**src/stli_pkg.sv**
```systemverilog
// Shared constants, codes and controller/datapath interface types for the interpolator.
package stli_pkg;

  localparam int unsigned TABLE_DEPTH = 64;
  localparam int unsigned ADDR_W      = $clog2(TABLE_DEPTH);
  localparam int unsigned CNT_W       = $clog2(TABLE_DEPTH + 1);

  localparam int unsigned DATA_W    = 16;
  localparam int unsigned ENTRY_W   = 2 * DATA_W;
  localparam int unsigned DIFF_W    = DATA_W + 1;
  localparam int unsigned PROD_W    = 2 * DIFF_W;
  localparam int unsigned MAG_W     = 2 * DATA_W;
  localparam int unsigned SUM_W     = DATA_W + 3;
  localparam int unsigned DIV_CNT_W = $clog2(MAG_W);

  typedef enum logic [1:0] {
    OP_CLEAR  = 2'd0,
    OP_INSERT = 2'd1,
    OP_QUERY  = 2'd2,
    OP_NOP    = 2'd3
  } op_e;

  typedef enum logic [1:0] {
    ST_OK    = 2'd0,
    ST_RANGE = 2'd1,
    ST_EMPTY = 2'd2,
    ST_FULL  = 2'd3
  } status_e;

  // read address source
  typedef enum logic [1:0] {
    RD_FIRST = 2'd0,
    RD_LAST  = 2'd1,
    RD_UP    = 2'd2,
    RD_DOWN  = 2'd3
  } rd_sel_e;

  // write address/data source
  typedef enum logic [1:0] {
    WR_SHIFT    = 2'd0,
    WR_NEW_UP   = 2'd1,
    WR_NEW_BASE = 2'd2
  } wr_sel_e;

  typedef enum logic [1:0] {
    Y_ZERO   = 2'd0,
    Y_MATCH  = 2'd1,
    Y_INTERP = 2'd2
  } ysel_e;

  typedef struct packed {
    logic    capture;
    logic    rd_en;
    rd_sel_e rd_sel;
    logic    wr_en;
    wr_sel_e wr_sel;
    logic    cnt_clr;
    logic    cnt_inc;
    logic    prev_load;
    logic    mul_load;
    logic    div_start;
    logic    pend_load;
    status_e pend_status;
    ysel_e   pend_ysel;
    logic    res_load;
  } ctl_t;

  typedef struct packed {
    op_e  op;
    logic full;
    logic empty;
    logic x_eq;
    logic x_gt;
    logic idx_zero;
    logic idx_last;
    logic div_done;
  } sts_t;

endpackage

```
**src/sorted_table_linear_interpolator_unit.sv**
```systemverilog
// Top level of the sorted breakpoint table with piecewise linear interpolation.
// One beat in flight. The accepted beat is decoded; clear, no-op, refused insert and empty-table
// query then load their result. An insert moves one RAM entry per cycle while it shifts larger
// points up, and a query scans one entry per cycle, then runs a bit-serial divide. The next
// beat is taken in the cycle after the result loads, later while a held result is stalled.
// Reset empties the table (count to zero only).
module sorted_table_linear_interpolator_unit (
  input  logic                               clk_i,
  input  logic                               rst_ni,
  // request channel
  input  logic                               in_valid_i,
  output logic                               in_stall_o,
  input  logic [1:0]                         operation_i,
  input  logic signed [stli_pkg::DATA_W-1:0] x_value_i,
  input  logic signed [stli_pkg::DATA_W-1:0] y_value_i,
  // result channel
  output logic                               out_valid_o,
  input  logic                               out_stall_i,
  output logic signed [stli_pkg::DATA_W-1:0] y_result_o,
  output logic [1:0]                         status_o
);
  import stli_pkg::*;

  // Controller issues one command word per cycle; datapath returns compare
  // and count flags. The result beat sits in an output register, so the
  // controller goes back to idle as soon as that register is free.
  ctl_t ctl;
  sts_t sts;

  stli_ctrl u_ctrl (
    .clk_i      (clk_i),
    .rst_ni     (rst_ni),
    .in_valid_i (in_valid_i),
    .in_stall_o (in_stall_o),
    .out_valid_o(out_valid_o),
    .out_stall_i(out_stall_i),
    .sts_i      (sts),
    .ctl_o      (ctl)
  );

  // Datapath: {x, y} entries live in one RAM kept sorted by x. Inserts walk
  // down from the top entry shifting larger points up; queries walk up from
  // entry zero to find the bracket, then multiply once and divide serially.
  stli_dp u_dp (
    .clk_i      (clk_i),
    .rst_ni     (rst_ni),
    .ctl_i      (ctl),
    .sts_o      (sts),
    .operation_i(operation_i),
    .x_value_i  (x_value_i),
    .y_value_i  (y_value_i),
    .y_result_o (y_result_o),
    .status_o   (status_o)
  );

endmodule

```
**src/stli_ram.sv**
```systemverilog
// Generic simple dual-port RAM: one write port, one registered read port.
module stli_ram #(
  parameter int unsigned WIDTH = 32,
  parameter int unsigned DEPTH = 64
) (
  input  logic                     clk_i,
  input  logic                     we_i,
  input  logic [$clog2(DEPTH)-1:0] waddr_i,
  input  logic [WIDTH-1:0]         wdata_i,
  input  logic [$clog2(DEPTH)-1:0] raddr_i,
  output logic [WIDTH-1:0]         rdata_o
);

  logic [WIDTH-1:0] mem_q [DEPTH];

  always_ff @(posedge clk_i) begin
    if (we_i) begin
      mem_q[waddr_i] <= wdata_i;
    end
    rdata_o <= mem_q[raddr_i];
  end

endmodule

```
**src/stli_div.sv**
```systemverilog
// Restoring unsigned divider, one quotient bit per cycle.
module stli_div (
  input  logic                          clk_i,
  input  logic                          rst_ni,
  input  logic                          start_i,
  input  logic [stli_pkg::MAG_W-1:0]    dividend_i,
  input  logic [stli_pkg::DATA_W-1:0]   divisor_i,
  output logic                          done_o,
  output logic [stli_pkg::MAG_W-1:0]    quotient_o
);
  import stli_pkg::*;

  logic                 busy_q;
  logic [DIV_CNT_W-1:0] cnt_q;
  logic [DATA_W-1:0]    rem_q;
  logic [MAG_W-1:0]     quo_q;
  logic [DATA_W-1:0]    div_q;
  logic [DIFF_W-1:0]    trial;
  logic [DIFF_W-1:0]    trial_sub;
  logic                 fits;

  assign trial     = {rem_q, quo_q[MAG_W-1]};
  assign fits      = trial >= {1'b0, div_q};
  assign trial_sub = trial - {1'b0, div_q};
  assign done_o    = busy_q && (cnt_q == DIV_CNT_W'(MAG_W - 1));
  assign quotient_o = quo_q;

  always_ff @(posedge clk_i or negedge rst_ni) begin
    if (!rst_ni) begin
      busy_q <= 1'b0;
      cnt_q  <= '0;
    end else if (start_i) begin
      busy_q <= 1'b1;
      cnt_q  <= '0;
    end else if (busy_q) begin
      cnt_q <= cnt_q + DIV_CNT_W'(1);
      if (done_o) begin
        busy_q <= 1'b0;
      end
    end
  end

  always_ff @(posedge clk_i) begin
    if (start_i) begin
      rem_q <= '0;
      quo_q <= dividend_i;
      div_q <= divisor_i;
    end else if (busy_q) begin
      // remainder stays below the divisor, so the low bits hold it
      rem_q <= fits ? trial_sub[DATA_W-1:0] : trial[DATA_W-1:0];
      quo_q <= {quo_q[MAG_W-2:0], fits};
    end
  end

endmodule

```
**src/stli_dp.sv**
```systemverilog
// Datapath: breakpoint RAM, scan registers, multiplier, divider and result registers.
module stli_dp (
  input  logic                              clk_i,
  input  logic                              rst_ni,
  input  stli_pkg::ctl_t                    ctl_i,
  output stli_pkg::sts_t                    sts_o,
  input  logic [1:0]                        operation_i,
  input  logic signed [stli_pkg::DATA_W-1:0] x_value_i,
  input  logic signed [stli_pkg::DATA_W-1:0] y_value_i,
  output logic signed [stli_pkg::DATA_W-1:0] y_result_o,
  output logic [1:0]                        status_o
);
  import stli_pkg::*;

  localparam logic signed [SUM_W-1:0] SatHi = SUM_W'(2 ** (DATA_W - 1) - 1);
  localparam logic signed [SUM_W-1:0] SatLo = -SatHi - SUM_W'(1);

  op_e                      op_q;
  logic signed [DATA_W-1:0] x_q, y_q;
  logic [CNT_W-1:0]         count_q;
  logic [ADDR_W-1:0]        idx_q;
  logic signed [DATA_W-1:0] prev_x_q, prev_y_q;
  logic signed [PROD_W-1:0] prod_q;
  logic [DATA_W-1:0]        den_q;
  logic signed [DATA_W-1:0] pend_y_q, res_y_q;
  status_e                  pend_st_q, res_st_q;

  logic [ADDR_W-1:0]        rd_addr, wr_addr;
  logic [ENTRY_W-1:0]       rdata, wdata;
  logic signed [DATA_W-1:0] rd_x, rd_y;

  logic signed [DIFF_W-1:0] dx, dy, dx_span;
  logic                     prod_neg;
  logic [PROD_W-1:0]        prod_abs;
  logic                     div_done;
  logic [MAG_W-1:0]         quotient;
  logic signed [SUM_W-1:0]  q_ext, q_sgn, y0_ext, sum;
  logic signed [DATA_W-1:0] interp_y;

  // ---- breakpoint store: {x, y} per entry ----
  always_comb begin
    unique case (ctl_i.rd_sel)
      RD_FIRST: rd_addr = '0;
      RD_LAST:  rd_addr = ADDR_W'(count_q - CNT_W'(1));
      RD_UP:    rd_addr = idx_q + ADDR_W'(1);
      RD_DOWN:  rd_addr = idx_q - ADDR_W'(1);
    endcase
  end

  always_comb begin
    unique case (ctl_i.wr_sel)
      WR_SHIFT: begin
        wr_addr = idx_q + ADDR_W'(1);
        wdata   = rdata;
      end
      WR_NEW_UP: begin
        wr_addr = idx_q + ADDR_W'(1);
        wdata   = {x_q, y_q};
      end
      WR_NEW_BASE: begin
        wr_addr = '0;
        wdata   = {x_q, y_q};
      end
      default: begin
        wr_addr = '0;
        wdata   = {x_q, y_q};
      end
    endcase
  end

  stli_ram #(
    .WIDTH(ENTRY_W),
    .DEPTH(TABLE_DEPTH)
  ) u_table_ram (
    .clk_i  (clk_i),
    .we_i   (ctl_i.wr_en),
    .waddr_i(wr_addr),
    .wdata_i(wdata),
    .raddr_i(rd_addr),
    .rdata_o(rdata)
  );

  assign rd_x = rdata[ENTRY_W-1:DATA_W];
  assign rd_y = rdata[DATA_W-1:0];

  // ---- interpolation arithmetic ----
  assign dx      = DIFF_W'(x_q) - DIFF_W'(prev_x_q);
  assign dy      = DIFF_W'(rd_y) - DIFF_W'(prev_y_q);
  assign dx_span = DIFF_W'(rd_x) - DIFF_W'(prev_x_q);

  assign prod_neg = prod_q[PROD_W-1];
  assign prod_abs = prod_neg ? PROD_W'(-prod_q) : PROD_W'(prod_q);

  stli_div u_div (
    .clk_i     (clk_i),
    .rst_ni    (rst_ni),
    .start_i   (ctl_i.div_start),
    .dividend_i(prod_abs[MAG_W-1:0]),
    .divisor_i (den_q),
    .done_o    (div_done),
    .quotient_o(quotient)
  );

  // quotient magnitude is below |y1 - y0|, so DIFF_W bits carry it
  assign q_ext  = $signed({{(SUM_W - DIFF_W){1'b0}}, quotient[DIFF_W-1:0]});
  assign q_sgn  = prod_neg ? -q_ext : q_ext;
  assign y0_ext = SUM_W'(prev_y_q);
  assign sum    = y0_ext + q_sgn;

  always_comb begin
    priority if (sum > SatHi) begin
      interp_y = SatHi[DATA_W-1:0];
    end else if (sum < SatLo) begin
      interp_y = SatLo[DATA_W-1:0];
    end else begin
      interp_y = sum[DATA_W-1:0];
    end
  end

  // ---- registers ----
  always_ff @(posedge clk_i or negedge rst_ni) begin
    if (!rst_ni) begin
      count_q <= '0;
    end else if (ctl_i.cnt_clr) begin
      count_q <= '0;
    end else if (ctl_i.cnt_inc) begin
      count_q <= count_q + CNT_W'(1);
    end
  end

  always_ff @(posedge clk_i) begin
    if (ctl_i.capture) begin
      op_q <= op_e'(operation_i);
      x_q  <= x_value_i;
      y_q  <= y_value_i;
    end
    if (ctl_i.rd_en) begin
      idx_q <= rd_addr;
    end
    if (ctl_i.prev_load) begin
      prev_x_q <= rd_x;
      prev_y_q <= rd_y;
    end
    if (ctl_i.mul_load) begin
      prod_q <= dx * dy;
      den_q  <= dx_span[DATA_W-1:0];
    end
    if (ctl_i.pend_load) begin
      pend_st_q <= ctl_i.pend_status;
      unique case (ctl_i.pend_ysel)
        Y_ZERO:   pend_y_q <= '0;
        Y_MATCH:  pend_y_q <= rd_y;
        Y_INTERP: pend_y_q <= interp_y;
        default:  pend_y_q <= '0;
      endcase
    end
    if (ctl_i.res_load) begin
      res_y_q  <= pend_y_q;
      res_st_q <= pend_st_q;
    end
  end

  // ---- status to controller ----
  always_comb begin
    sts_o.op       = op_q;
    sts_o.full     = count_q == CNT_W'(TABLE_DEPTH);
    sts_o.empty    = count_q == '0;
    sts_o.x_eq     = rd_x == x_q;
    sts_o.x_gt     = rd_x > x_q;
    sts_o.idx_zero = idx_q == '0;
    sts_o.idx_last = (CNT_W'(idx_q) + CNT_W'(1)) == count_q;
    sts_o.div_done = div_done;
  end

  assign y_result_o = res_y_q;
  assign status_o   = res_st_q;

  a_count_bound: assert property (@(posedge clk_i) disable iff (!rst_ni)
    count_q <= CNT_W'(TABLE_DEPTH))
    else $error("point count beyond table depth");

  a_no_grow_full: assert property (@(posedge clk_i) disable iff (!rst_ni)
    ctl_i.cnt_inc |-> !sts_o.full)
    else $error("insert committed into a full table");

  a_bracket: assert property (@(posedge clk_i) disable iff (!rst_ni)
    ctl_i.mul_load |-> (prev_x_q < x_q) && (x_q < rd_x))
    else $error("query x not strictly inside bracket");

  a_div_nonzero: assert property (@(posedge clk_i) disable iff (!rst_ni)
    ctl_i.div_start |-> den_q != '0)
    else $error("divide started with zero span");

  a_quo_bound: assert property (@(posedge clk_i) disable iff (!rst_ni)
    (ctl_i.pend_load && (ctl_i.pend_ysel == Y_INTERP)) |->
      quotient[MAG_W-1:DIFF_W] == '0)
    else $error("quotient exceeds slope bound");

endmodule

```
**src/stli_ctrl.sv**
```systemverilog
// Controller FSM: sequences insert shifts, query scans, divide and result handoff.
module stli_ctrl (
  input  logic           clk_i,
  input  logic           rst_ni,
  input  logic           in_valid_i,
  output logic           in_stall_o,
  output logic           out_valid_o,
  input  logic           out_stall_i,
  input  stli_pkg::sts_t sts_i,
  output stli_pkg::ctl_t ctl_o
);
  import stli_pkg::*;

  typedef enum logic [8:0] {
    S_IDLE      = 9'b000000001,
    S_DECODE    = 9'b000000010,
    S_INS_SCAN  = 9'b000000100,
    S_INS_PUT   = 9'b000001000,
    S_QRY_SCAN  = 9'b000010000,
    S_DIV_START = 9'b000100000,
    S_DIV_WAIT  = 9'b001000000,
    S_FIX       = 9'b010000000,
    S_DONE      = 9'b100000000
  } state_e;

  state_e state_q, state_d;
  logic   out_valid_q, out_valid_d;
  logic   out_free;

  assign out_free = !out_valid_q || !out_stall_i;

  always_comb begin
    state_d = state_q;
    ctl_o   = '0;
    unique case (state_q)
      S_IDLE: begin
        if (in_valid_i) begin
          ctl_o.capture = 1'b1;
          state_d       = S_DECODE;
        end
      end
      S_DECODE: begin
        unique case (sts_i.op)
          OP_CLEAR: begin
            ctl_o.cnt_clr     = 1'b1;
            ctl_o.pend_load   = 1'b1;
            ctl_o.pend_status = ST_OK;
            ctl_o.pend_ysel   = Y_ZERO;
            state_d           = S_DONE;
          end
          OP_INSERT: begin
            priority if (sts_i.full) begin
              ctl_o.pend_load   = 1'b1;
              ctl_o.pend_status = ST_FULL;
              ctl_o.pend_ysel   = Y_ZERO;
              state_d           = S_DONE;
            end else if (sts_i.empty) begin
              state_d = S_INS_PUT;
            end else begin
              ctl_o.rd_en  = 1'b1;
              ctl_o.rd_sel = RD_LAST;
              state_d      = S_INS_SCAN;
            end
          end
          OP_QUERY: begin
            if (sts_i.empty) begin
              ctl_o.pend_load   = 1'b1;
              ctl_o.pend_status = ST_EMPTY;
              ctl_o.pend_ysel   = Y_ZERO;
              state_d           = S_DONE;
            end else begin
              ctl_o.rd_en  = 1'b1;
              ctl_o.rd_sel = RD_FIRST;
              state_d      = S_QRY_SCAN;
            end
          end
          OP_NOP: begin
            ctl_o.pend_load   = 1'b1;
            ctl_o.pend_status = ST_OK;
            ctl_o.pend_ysel   = Y_ZERO;
            state_d           = S_DONE;
          end
        endcase
      end
      // walk down from the top, moving larger entries up one slot
      S_INS_SCAN: begin
        ctl_o.wr_en = 1'b1;
        if (sts_i.x_gt) begin
          ctl_o.wr_sel = WR_SHIFT;
          if (sts_i.idx_zero) begin
            state_d = S_INS_PUT;
          end else begin
            ctl_o.rd_en  = 1'b1;
            ctl_o.rd_sel = RD_DOWN;
          end
        end else begin
          ctl_o.wr_sel      = WR_NEW_UP;
          ctl_o.cnt_inc     = 1'b1;
          ctl_o.pend_load   = 1'b1;
          ctl_o.pend_status = ST_OK;
          ctl_o.pend_ysel   = Y_ZERO;
          state_d           = S_DONE;
        end
      end
      S_INS_PUT: begin
        ctl_o.wr_en       = 1'b1;
        ctl_o.wr_sel      = WR_NEW_BASE;
        ctl_o.cnt_inc     = 1'b1;
        ctl_o.pend_load   = 1'b1;
        ctl_o.pend_status = ST_OK;
        ctl_o.pend_ysel   = Y_ZERO;
        state_d           = S_DONE;
      end
      // walk up until the first entry at or above x
      S_QRY_SCAN: begin
        priority if (sts_i.x_eq) begin
          ctl_o.pend_load   = 1'b1;
          ctl_o.pend_status = ST_OK;
          ctl_o.pend_ysel   = Y_MATCH;
          state_d           = S_DONE;
        end else if (sts_i.x_gt) begin
          if (sts_i.idx_zero) begin
            ctl_o.pend_load   = 1'b1;
            ctl_o.pend_status = ST_RANGE;
            ctl_o.pend_ysel   = Y_ZERO;
            state_d           = S_DONE;
          end else begin
            ctl_o.mul_load = 1'b1;
            state_d        = S_DIV_START;
          end
        end else if (sts_i.idx_last) begin
          ctl_o.pend_load   = 1'b1;
          ctl_o.pend_status = ST_RANGE;
          ctl_o.pend_ysel   = Y_ZERO;
          state_d           = S_DONE;
        end else begin
          ctl_o.prev_load = 1'b1;
          ctl_o.rd_en     = 1'b1;
          ctl_o.rd_sel    = RD_UP;
        end
      end
      S_DIV_START: begin
        ctl_o.div_start = 1'b1;
        state_d         = S_DIV_WAIT;
      end
      S_DIV_WAIT: begin
        if (sts_i.div_done) begin
          state_d = S_FIX;
        end
      end
      S_FIX: begin
        ctl_o.pend_load   = 1'b1;
        ctl_o.pend_status = ST_OK;
        ctl_o.pend_ysel   = Y_INTERP;
        state_d           = S_DONE;
      end
      S_DONE: begin
        if (out_free) begin
          ctl_o.res_load = 1'b1;
          state_d        = S_IDLE;
        end
      end
      default: begin
        state_d = S_IDLE;
      end
    endcase
  end

  assign out_valid_d = ctl_o.res_load || (out_valid_q && out_stall_i);

  always_ff @(posedge clk_i or negedge rst_ni) begin
    if (!rst_ni) begin
      state_q     <= S_IDLE;
      out_valid_q <= 1'b0;
    end else begin
      state_q     <= state_d;
      out_valid_q <= out_valid_d;
    end
  end

  assign in_stall_o  = state_q != S_IDLE;
  assign out_valid_o = out_valid_q;

endmodule
```
**config.mk**
```make
export PLATFORM = sky130hd
export DESIGN_NAME = sorted_table_linear_interpolator_unit
export DESIGN_NICKNAME = d
export VERILOG_FILES = /design/src/stli_pkg.sv /design/src/sorted_table_linear_interpolator_unit.sv /design/src/stli_ram.sv /design/src/stli_div.sv /design/src/stli_dp.sv /design/src/stli_ctrl.sv
export SDC_FILE = /design/constraint.sdc
export NUM_CORES = 2
export LEC_CHECK = 0
export BUFFER_PORTS_ARGS = -buffer_cell sky130_fd_sc_hd__buf_2
export CAP_MARGIN = 20
export CELL_PAD_IN_SITES_DETAIL_PLACEMENT = 1
export CELL_PAD_IN_SITES_GLOBAL_PLACEMENT = 2
export CORE_UTILIZATION = 43
export CTS_CLUSTER_DIAMETER = 60
export DETAILED_ROUTE_END_ITERATION = 16
export PLACE_DENSITY_LB_ADDON = 0.1
export SLEW_MARGIN = 0
export SYNTH_ARGS = -nofsm -noshare
export SYNTH_HDL_FRONTEND = slang
export SYNTH_SLANG_ARGS = --single-unit
```
**constraint.sdc**
```tcl
create_clock -name clk_i -period 8.76 [get_ports clk_i]
set_input_delay 1.752 -clock clk_i [delete_from_list [all_inputs] [get_ports clk_i]]
set_output_delay 1.752 -clock clk_i [all_outputs]
set_load 0.01 [all_outputs]
```
==> results.sh <==
export IMPL_syn_area_mm2=0.105
export IMPL_synth_commonest_cells="2253 x edfxtp_1, 1199 x nand2_1, 696 x nand3_1"
export IMPL_cp_end_kind="register"
export IMPL_reg2reg_from="u_dp.x_q[0]"
export IMPL_worstPathArrival_ps=9320
export IMPL_drt_iter0_drc=5686
export IMPL_grt_ovfl_total=0
export IMPL_hold_class="reg2reg"
export IMPL_dp_cells=10499
export IMPL_grt_pass1_vias=66241
export IMPL_coreArea_mm2=0.243
export IMPL_grt_pass1_wl_mm=473
export IMPL_drc=0
export IMPL_status="finished clean"
export IMPL_yosysMostFrequentCell="edfxtp_1"
export IMPL_worstRegToRegCells=40
export IMPL_muxShareOfSynthArea=0.0701
export IMPL_rows=181
export IMPL_vias=63778
export IMPL_synthCells=7241
export IMPL_tightestPinTransition_ps=1210
export IMPL_setup_violations=0
export IMPL_cts_hold_buf=0
export IMPL_cts_tree="done"
export IMPL_synth_fa_ha_area_frac=0.0807
export IMPL_clock_sinks=2324
export IMPL_r2r_end="u_dp.prod_q[33]"
export IMPL_drive_above_1_share=0.165
export IMPL_synth_area_leader_cell="edfxtp_1"
export IMPL_min_period_ps=8700
export IMPL_via_per_inst=5.79
export IMPL_drtPass1Iterations=5
export IMPL_cts_made_buffers=279
export IMPL_yosysUniqueCellTypes=88
export IMPL_worst_r2r_setup_slack_ps=60
export IMPL_holdPathStages=0
export IMPL_grtUsageMet2=0.441
export IMPL_required_ps=9380
export IMPL_grtUsageMet3=0.0325
export IMPL_worst_path_max_delay_cell="fa_1"
export IMPL_antenna_found_initial=15
export IMPL_cts_buffer_depth=4
export IMPL_numPortBuffers=57
export IMPL_top_usage_layer="met2"
export IMPL_hpwlAfterDp_mm=203
export IMPL_synthToLayoutAreaGrowth_pct=14.4
export IMPL_max_freq_mhz=115
export IMPL_cpPeakStageDelay_ps=560
export IMPL_grt_max_degree=139
export IMPL_die_y_um=497
export IMPL_final_setup_tns_ps=0
export IMPL_gp_congestion=0.852
export IMPL_synth_flop_cell="edfxtp_1"
export IMPL_routed_wl_mm=329
export IMPL_io_pins=58
export IMPL_rsz0062_at_grt="true"
export IMPL_die_area_mm2=0.247
export IMPL_nets=8135
export IMPL_dp_slack_ps=-437
export IMPL_hold_slack_ps=407
export IMPL_synthTopCellsByArea="edfxtp_1 64%, fa_1 5.7%, mux4_2 5.6%"
export IMPL_max_slew_margin=0.185
export IMPL_track_usage=0.267
export IMPL_h_tree_depth=5
export IMPL_final_cells=11008
export IMPL_synth_top_area_frac=0.643
export IMPL_ys_seq_area_frac=0.657
export IMPL_synth_edf_count=2253
export IMPL_worstHoldStart="u_dp.den_q[11]"
export IMPL_path_class="reg2reg"
export IMPL_report_final_slew_viol_count=0
export IMPL_synth_seq_cells=2324
export IMPL_min_to="u_dp.u_div.div_q[11]"
export IMPL_clk_latency_ps=940
export IMPL_ant_nets=0
export IMPL_root_buffer="clkbuf_16"
export IMPL_die_w_um=497
export IMPL_crit_start="u_dp.x_q[0]"
export IMPL_clkTransAtPathRegs_ps=50
export IMPL_synth_simple_area_share=0.102
export IMPL_synth_xor_area_share=0.0149
export IMPL_synth_compound_area_frac=0.0411
export IMPL_post_drt_wl_per_cell_um=29.9
export IMPL_min_period_over_period=0.994
export IMPL_synth_top_family_by_area="simple AND/OR/NAND/NOR gates"
export IMPL_synth_nets=7777
export IMPL_yosysWarnings=0
export IMPL_crit_fanout=2
export IMPL_finalHoldViolCount=0
export IMPL_clock_skew_ps=86.2
export IMPL_maxCapViolCount=0
export IMPL_path_common_cell="fa_1"
export IMPL_initial_core_util=0.433
export IMPL_cp_start_kind="register"
export IMPL_fin_ws_ps=55.8
export IMPL_grt_met1_usage=0.374
export IMPL_avgSynthCellArea_um2=14.5
export IMPL_postSynth_asyncResetShare=0.00990
worst max path at each step:
| stage | endpoint | slack (ps) | cells after the start |
|---|---|---|---|
| 6_report | u_dp.prod_q[33] | 60 | 40 |
| 5_1_grt | u_dp.prod_q[33] | -340 | 40 |
| 2_1_floorplan | u_dp.prod_q[33] | 10 | 40 |
| 3_5_place_dp | u_dp.prod_q[33] | -440 | 40 |
| 3_3_place_gp | u_dp.prod_q[33] | -500 | 40 |
| 4_1_cts | u_dp.prod_q[30] | 20 | 37 |
metrics by stage:
| stage | utilization | instance area [um^2] |
|---|---|---|
| after floorplan | - | 105000 |
| after global placement | 0.457 | 111000 |
| after detailed placement | 0.457 | 111000 |
| after CTS | 0.493 | 120000 |
| after global routing | 0.495 | 120000 |
| final | 0.495 | 120000 |
final cells by class:
type / count / area [um^2]
multi-input cells: 4126 / 33400
diodes: 5 / 12.5
inverters: 434 / 1660
repair buffers: 434 / 3530
well taps: 3202 / 4010
flip-flops and latches: 2324 / 69200
clock inverters: 119 / 1040
fillers: 23587 / 123000
clock buffers: 364 / 7570
state kept, by name (all words and copies together), names as in the netlist, 32 cells and up:
register,count
u_dp.u_table_ram.mem_q,2048
u_dp.u_div.quotient_o,32
u_dp.prod_q,33
u_dp.u_table_ram.rdata_o,32
worst max-delay path: cells and delay by family (launching register included):
family / cells / cell delay (ps)
AND/OR/NAND/NOR: 7 / 930
adder cells (fa/ha/maj): 9 / 3760
flip-flops: 1 / 390
AO/OA/AOI/OAI: 14 / 2660
XOR/XNOR: 2 / 260
buffers and inverters: 8 / 460
layout by cell type (no fill, tap or decap), types with 75 or more instances in the layout:
cell type	netlist	routed
xor2_1	76	75
buf_4	36	340
fa_1	301	297
xnor2_1	95	90
nand3_1	696	696
clkbuf_16	0	286
nand2_1	1199	1195
mux2i_1	116	116
edfxtp_1	2253	2253
nor2_1	292	220
a21oi_1	84	75
a22oi_1	126	126
mux4_2	262	262
ha_1	197	192
inv_1	432	423
o21ai_0	112	102
layer usage:
| layer | share of wire | wire (um) | up-vias |
|---|---|---|---|
| met4 | 0.027 | 8910 | 4 |
| met2 | 0.48 | 159000 | 1876 |
| met5 | 0.000082 | 27 | - |
| met3 | 0.053 | 17500 | 459 |
| li1 | - | - | 27340 |
| met1 | 0.44 | 144000 | 34099 |
cells by family after synthesis:
family | Yosys count
and+or+nand+nor | 2435
buffers and inverters | 791
adders and majority gates | 498
AOI/OAI and AO/OA | 613
xor gates and xnor gates | 174
muxes | 406
DFF | 2324
repair_timing:
action	4_1_cts	5_1_grt
pin swaps	17	27
gates resized for setup	24	60
buffers inserted	4	11
setup endpoints to repair	10	13
hold endpoints to repair	0	0
Power is left out: the tool's default activity adds up to more than one toggle a clock period on the data nets, which glitch-free logic cannot reach.
